File: src/srit_pkg.sv
// Shared types, codes and constants for the sorted record insert table.
package srit_pkg;

  localparam int CAPACITY_DEF = 16;
  localparam int MAX_RESULTS  = 16;
  localparam int KEY_W        = 16;
  localparam int SCORE_W      = 10;

  localparam logic [1:0] FUNC_APPEND = 2'd0;
  localparam logic [1:0] FUNC_INSERT = 2'd1;
  localparam logic [1:0] FUNC_DUMP   = 2'd2;

  localparam logic [1:0] STATUS_OK    = 2'd0;
  localparam logic [1:0] STATUS_FULL  = 2'd1;
  localparam logic [1:0] STATUS_EMPTY = 2'd2;

  typedef struct packed {
    logic [1:0]         func;
    logic [KEY_W-1:0]   rec_key;
    logic [SCORE_W-1:0] rec_score;
  } req_t;

  typedef struct packed {
    logic [KEY_W-1:0]   out_key;
    logic [SCORE_W-1:0] out_score;
    logic [1:0]         status;
    logic               last;
  } rsp_t;

  typedef struct packed {
    logic [KEY_W-1:0]   key;
    logic [SCORE_W-1:0] score;
  } rec_t;

  typedef struct packed {
    logic ins_en;
    logic rot_en;
    logic sorted;
    rec_t new_rec;
  } cell_ctrl_t;

endpackage

File: src/srit_cell.sv
// One table cell: holds a record, shifts right on insert, rotates left on dump.
module srit_cell (
  input  logic                   clk,
  input  srit_pkg::cell_ctrl_t   ctrl,
  input  logic                   occupied,
  input  logic                   hit_in,
  output logic                   hit_out,
  input  srit_pkg::rec_t         left_rec,
  input  srit_pkg::rec_t         right_rec,
  output srit_pkg::rec_t         rec
);
  import srit_pkg::*;

  logic ge;

  // free cells always match, so the first free cell is the tail slot
  assign ge      = occupied ? (ctrl.sorted && (rec.key >= ctrl.new_rec.key)) : 1'b1;
  assign hit_out = hit_in | ge;

  always_ff @(posedge clk) begin
    if (ctrl.ins_en) begin
      if (hit_in) begin
        rec <= left_rec;
      end else if (ge) begin
        rec <= ctrl.new_rec;
      end
    end else if (ctrl.rot_en) begin
      rec <= right_rec;
    end
  end

endmodule

File: src/sorted_record_insert_table_unit.sv
// Top level of the sorted record insert table: cell chain, count and dump sequencer.
//
//   channel  | signals                     | payload
//   req      | req_valid, req_ready, req   | func, rec_key, rec_score
//   rsp      | rsp_valid, rsp_ready, rsp   | out_key, out_score, status, last
//
// Append and insert write on acceptance: every cell compares against the new key
// at once and the cells at and past the slot shift right together.
// Dump rotates the whole chain left CAPACITY times, showing the
// head cell for the first min(count, 16) steps, so the table ends where it began.
// A dump of an empty table answers with the empty status and skips the dump state.
// A dump step that shows an entry waits while the response register is held.
// Synchronous reset empties the table; cell contents are not cleared.
module sorted_record_insert_table_unit #(
  parameter int CAPACITY = srit_pkg::CAPACITY_DEF
) (
  input  logic           clk,
  input  logic           rst,
  input  logic           req_valid,
  output logic           req_ready,
  input  srit_pkg::req_t req,
  output logic           rsp_valid,
  input  logic           rsp_ready,
  output srit_pkg::rsp_t rsp
);
  import srit_pkg::*;

  localparam int CW = $clog2(CAPACITY + 1);
  localparam int SW = $clog2(CAPACITY);
  localparam int NW = (CW > 5) ? CW : 5;

  localparam logic ST_IDLE = 1'b0;
  localparam logic ST_DUMP = 1'b1;

  logic [0:0]    state;
  logic [CW-1:0] count;
  logic [SW-1:0] step;

  cell_ctrl_t    ctrl;
  rec_t          recs [CAPACITY];
  logic          hit  [CAPACITY+1];

  logic          out_free;
  logic          acc;
  logic          is_write;
  logic          full;
  logic          op_done;
  logic [NW-1:0] n_show;
  logic          dump_show;
  logic          dump_adv;
  logic          step_end;
  logic          dump_last;

  assign out_free  = !rsp_valid || rsp_ready;
  assign req_ready = (state == ST_IDLE) && out_free;
  assign acc       = req_valid && req_ready;
  assign full      = (count == CW'(CAPACITY));

  always_comb begin
    is_write = req.func inside {FUNC_APPEND, FUNC_INSERT};
  end

  // single-result transactions: append, insert, dump of an empty table
  assign op_done   = acc && (is_write || ((req.func == FUNC_DUMP) && (count == '0)));

  assign n_show    = (NW'(count) > NW'(MAX_RESULTS)) ? NW'(MAX_RESULTS) : NW'(count);
  assign dump_show = (state == ST_DUMP) && (NW'(step) < n_show);
  assign dump_adv  = (state == ST_DUMP) && (!dump_show || out_free);
  assign step_end  = (step == SW'(CAPACITY - 1));
  assign dump_last = ((NW'(step) + NW'(1)) == n_show);

  assign ctrl.ins_en        = acc && is_write && !full;
  assign ctrl.rot_en        = dump_adv;
  assign ctrl.sorted        = (req.func == FUNC_INSERT);
  assign ctrl.new_rec.key   = req.rec_key;
  assign ctrl.new_rec.score = req.rec_score;

  assign hit[0] = 1'b0;

  for (genvar i = 0; i < CAPACITY; i++) begin : g_cell
    srit_cell u_cell (
      .clk      (clk),
      .ctrl     (ctrl),
      .occupied (CW'(i) < count),
      .hit_in   (hit[i]),
      .hit_out  (hit[i+1]),
      .left_rec ((i == 0) ? ctrl.new_rec : recs[(i == 0) ? 0 : i - 1]),
      .right_rec(recs[(i + 1) % CAPACITY]),
      .rec      (recs[i])
    );
  end

  always_ff @(posedge clk) begin
    if (rst) begin
      state <= ST_IDLE;
      count <= '0;
      step  <= '0;
    end else begin
      if (ctrl.ins_en) begin
        count <= count + CW'(1);
      end
      case (state)
        ST_IDLE: begin
          if (acc && (req.func == FUNC_DUMP) && (count != '0)) begin
            state <= ST_DUMP;
            step  <= '0;
          end
        end
        ST_DUMP: begin
          if (dump_adv) begin
            step <= step + SW'(1);
            if (step_end) begin
              state <= ST_IDLE;
            end
          end
        end
        default: state <= ST_IDLE;
      endcase
    end
  end

  always_ff @(posedge clk) begin
    if (rst) begin
      rsp_valid <= 1'b0;
    end else if (op_done || (dump_adv && dump_show)) begin
      rsp_valid <= 1'b1;
    end else if (rsp_ready) begin
      rsp_valid <= 1'b0;
    end
  end

  always_ff @(posedge clk) begin
    if (dump_adv && dump_show) begin
      rsp.out_key   <= recs[0].key;
      rsp.out_score <= recs[0].score;
      rsp.status    <= STATUS_OK;
      rsp.last      <= dump_last;
    end else if (op_done) begin
      rsp.out_key   <= '0;
      rsp.out_score <= '0;
      rsp.last      <= 1'b1;
      if (is_write) begin
        rsp.status <= full ? STATUS_FULL : STATUS_OK;
      end else begin
        rsp.status <= STATUS_EMPTY;
      end
    end
  end

endmodule
File: config.mk
export PLATFORM = sky130hd
export DESIGN_NAME = sorted_record_insert_table_unit
export DESIGN_NICKNAME = d
export VERILOG_FILES = /design/src/srit_pkg.sv /design/src/srit_cell.sv /design/src/sorted_record_insert_table_unit.sv
export SDC_FILE = /design/constraint.sdc
export NUM_CORES = 1
export LEC_CHECK = 0
export ABC_AREA = 1
export BUFFER_PORTS_ARGS = -buffer_cell sky130_fd_sc_hd__buf_2
export CAP_MARGIN = 20
export CORE_MARGIN = 2
export CORE_UTILIZATION = 68
export DETAILED_ROUTE_END_ITERATION = 6
export PLACE_DENSITY_LB_ADDON = 0.2
export SLEW_MARGIN = 5
export SYNTH_ARGS = -nofsm -noshare
export SYNTH_HDL_FRONTEND = slang
export SYNTH_SLANG_ARGS = --single-unit
export TNS_END_PERCENT = 20
File: constraint.sdc
create_clock -name clk -period 8.9 [get_ports clk]
set_input_delay 0 -clock clk [delete_from_list [all_inputs] [get_ports clk]]
set_output_delay 0 -clock clk [all_outputs]
set_load 0.02 [all_outputs]
==> results.py <==
metrics = {
    "sta": {
        "fin_ws_ns": 1.63,
        "hold_viol": 0,
        "final-setup-viol-count": 0,
        "slew_headroom": 0.193,
        "finalSetupTns_ns": 0,
        "min_period_over_period": 0.817,
        "fin_worst_skew_ns": 0.0345,
        "max_freq_ghz": 0.138,
        "drv_slew": 0,
        "grt_setup_unrepaired": "no",
        "worstMarginPinSlew_ns": 1.21,
        "period_needed_ns": 7.27,
    },
    "power_and_ir_drop": {
        "cellLeakagePower_nw": 12.5,
        "swShare": 0.296,
        "p_clk_frac": 0.341,
        "worst_ir_drop_vdd_v": 0.000188,
        "p_seq_frac": 0.485,
        "power.internal_w": 0.00397,
        "power_switching_w": 0.00167,
        "pwr_density_cell_mw_per_mm2": 184,
        "pwr-share-comb": 0.174,
    },
    "global_routing": {
        "top_usage_layer": "met2",
        "grt_pass1_wl_um": 145000,
        "grt_max_degree": 137,
        "grt_util_met2": 0.669,
        "gr-total-overflow": 0,
        "grt_pass1_vias": 24533,
        "met1_usage": 0.584,
        "gr-usage-all-layers": 0.457,
        "use_met3": 0.119,
        "antenna_found_initial": 1,
    },
    "clock_network": {
        "numCtsBuffers": 49,
        "cts-root-buf": "clkbuf_16",
        "cts-resized-gates": 0,
        "cts_buffer_depth": 3,
        "htree_levels": 2,
        "path_clk_slew_ns": 0.06,
        "clock_sinks": 456,
        "cts_tree": "yes",
        "hold_buffers": 31,
        "post-cts-setup-buffers": 0,
        "insertion_delay_ns": 0.62,
    },
    "worst_setup_path": {
        "worstPathMaxFanout": 54,
        "cp_top_family": "simple AND/OR/NAND/NOR gates",
        "end_kind": "flop",
        "cp-start-kind": "input port",
        "crit_type": "input port to flop",
        "slowest_delay_ns": 0.87,
        "crit_arrival_ns": 7.61,
        "critical_path_required_ns": 9.24,
        "crit_buf_inv": 5,
        "cp_slowest_cell": "inv_1",
        "cp_common_cell": "nand2_1",
    },
    "synthesis": {
        "synth_largest_area_cell": "edfxtp_1",
        "netlist.area_leader.share": 0.475,
        "synth.distinct_cells": 42,
        "synth_area_mm2": 0.0280,
        "syn_inst": 3034,
        "synth.avg_cell_area_um2": 9.23,
        "synth-seq-cells": 456,
        "yosysSeqAreaShare": 0.484,
        "yosysWarnings": 0,
        "syn-num-nets": 3329,
        "netlist_top_cells_area": "edfxtp_1, ha_1, nand2_1",
    },
    "layout": {
        "final_cell_mix": "nand2_1, edfxtp_1, nand3_1",
        "fillers": 2886,
        "final_nets": 3358,
        "areaGrowthSynthToFinish_pct": 9.57,
        "n_antenna_cell": 0,
        "drive_gt1_frac": 0.0674,
        "final_common_cell": "nand2_1",
    },
    "die": {
        "core_mm2": 0.0407,
        "start_util": 0.687,
        "io_pins": 63,
        "die-area_mm2": 0.0428,
        "die_y_um": 207,
        "die_w_um": 207,
        "std_cell_rows": 74,
    },
    "drt": {
        "wl_per_cell_um": 26.8,
        "viasPerCell": 7.04,
        "detail-route-antenna-nets": 0,
        "drc": 0,
        "routed_wl_um": 97300,
        "vias": 25585,
        "firstDrtPassIters": 6,
        "dr.first_iter.drc_count": 4001,
    },
    "worst_hold_path": {
        "timing.hold.worst.class": "input port to flop",
    },
    "placement": {
        "gp_congestion": 0.976,
        "portBuffers": 62,
        "hpwl_um": 65300,
        "place_ws_ns": 1.86,
    },
    "job": {
        "maxCapViolCount": 0,
    },
    "status": {
        "status": "finished clean",
    },
}
-- cell usage after synthesis, drive strengths merged --
cell and instances:
nand2 648, edfxtp 443, nand3 369, ha 263, o211ai 244, inv 206, nor2 174, o21ai 173
a21oi 157, clkbuf 142, nand4 46, o221ai 39, buf 27, a22oi 25, nor3 23, dfxtp 13
clkinv 8, a211oi 7, o21a 5, a21boi 3, xor2 3, a21o 2, nor3b 2, o21bai 2
o22ai 2, o31ai 2, a2111oi 1, a221oi 1, and3 1, nor4 1, or2 1, xnor2 1
-- routing by layer --
| layer | part of all wire | wire [um] |
|---|---|---|
| met1 | 0.35 | 34400 |
| met2 | 0.43 | 41400 |
| met3 | 0.13 | 12900 |
| met4 | 0.088 | 8540 |
| met5 | 0 | 0 |
-- worst min-delay path: stages --
cell,delay [ns]
dlygate4sd3_1,0.52
buf_2,0.22
a21oi_1,0.06
-- power groups by stage --
stage / registers (W) / clock network (W) / logic [W]
final: 0.00274 / 0.00193 / 0.000979
after global placement: 0.00277 / 0 / 0.000872
after CTS: 0.00273 / 0.00191 / 0.000938
after detailed placement: 0.00277 / 0 / 0.000920
after global routing: 0.00275 / 0.00200 / 0.00107
after floorplan: 0.00272 / 0 / 0.000606
-- sequential cells by signal, indices dropped and copies added (netlist names) --
signal,count
state,1
rsp,29
step,4
rsp_valid,1
g_cell.u_cell.rec,416
count,5
-- area by class of cell --
class | instances | area (um^2) | share of cell area
Sequential cell | 456 | 13600 | 0.442
Multi-Input combinational cell | 2195 | 13000 | 0.425
Clock buffer | 58 | 1280 | 0.0418
Timing Repair Buffer | 147 | 1150 | 0.0374
Inverter | 214 | 811 | 0.0264
Tap cell | 532 | 666 | 0.0217
Clock inverter | 32 | 174 | 0.00567
-- stage by stage --
| stage | std cells | total power, W | utilization | hold WS (ns) | cell area, um^2 |
|---|---|---|---|---|---|
| 3_3_place_gp | 3506 | 0.00364 | 0.705 | 0.292 | 28700 |
| 2_1_floorplan | 3034 | 0.00333 | - | 0.0691 | 28000 |
| 3_5_place_dp | 3507 | 0.00369 | 0.706 | 0.306 | 28800 |
| 5_1_grt | 3634 | 0.00581 | 0.753 | 0.253 | 30700 |
| 4_1_cts | 3628 | 0.00558 | 0.749 | 0.195 | 30500 |
| 6_report | 3634 | 0.00564 | 0.753 | 0.234 | 30700 |
-- final timing paths --
path	startpoint	end	slack, ns	cells after the start
min	rst	step[1]	0.23	3
max	req[16]	g_cell[14].u_cell.rec[15]	1.63	26
min reg2reg	rsp[1]	rsp[1]	0.50	2
max reg2reg	g_cell[0].u_cell.rec[10]	g_cell[14].u_cell.rec[15]	2.17	24
-- kinds of logic after synthesis --
| family | after synthesis | share of synthesized area |
|---|---|---|
| and+or+nand+nor | 1265 | 0.195 |
| AOI/OAI and AO/OA | 663 | 0.150 |
| DFF | 456 | 0.484 |
| buffers and inverters | 383 | 0.0519 |
| adders and majority gates | 263 | 0.118 |
| xor gates and xnor gates | 4 | 0.00125 |
(Power assumes the default switching activity.)
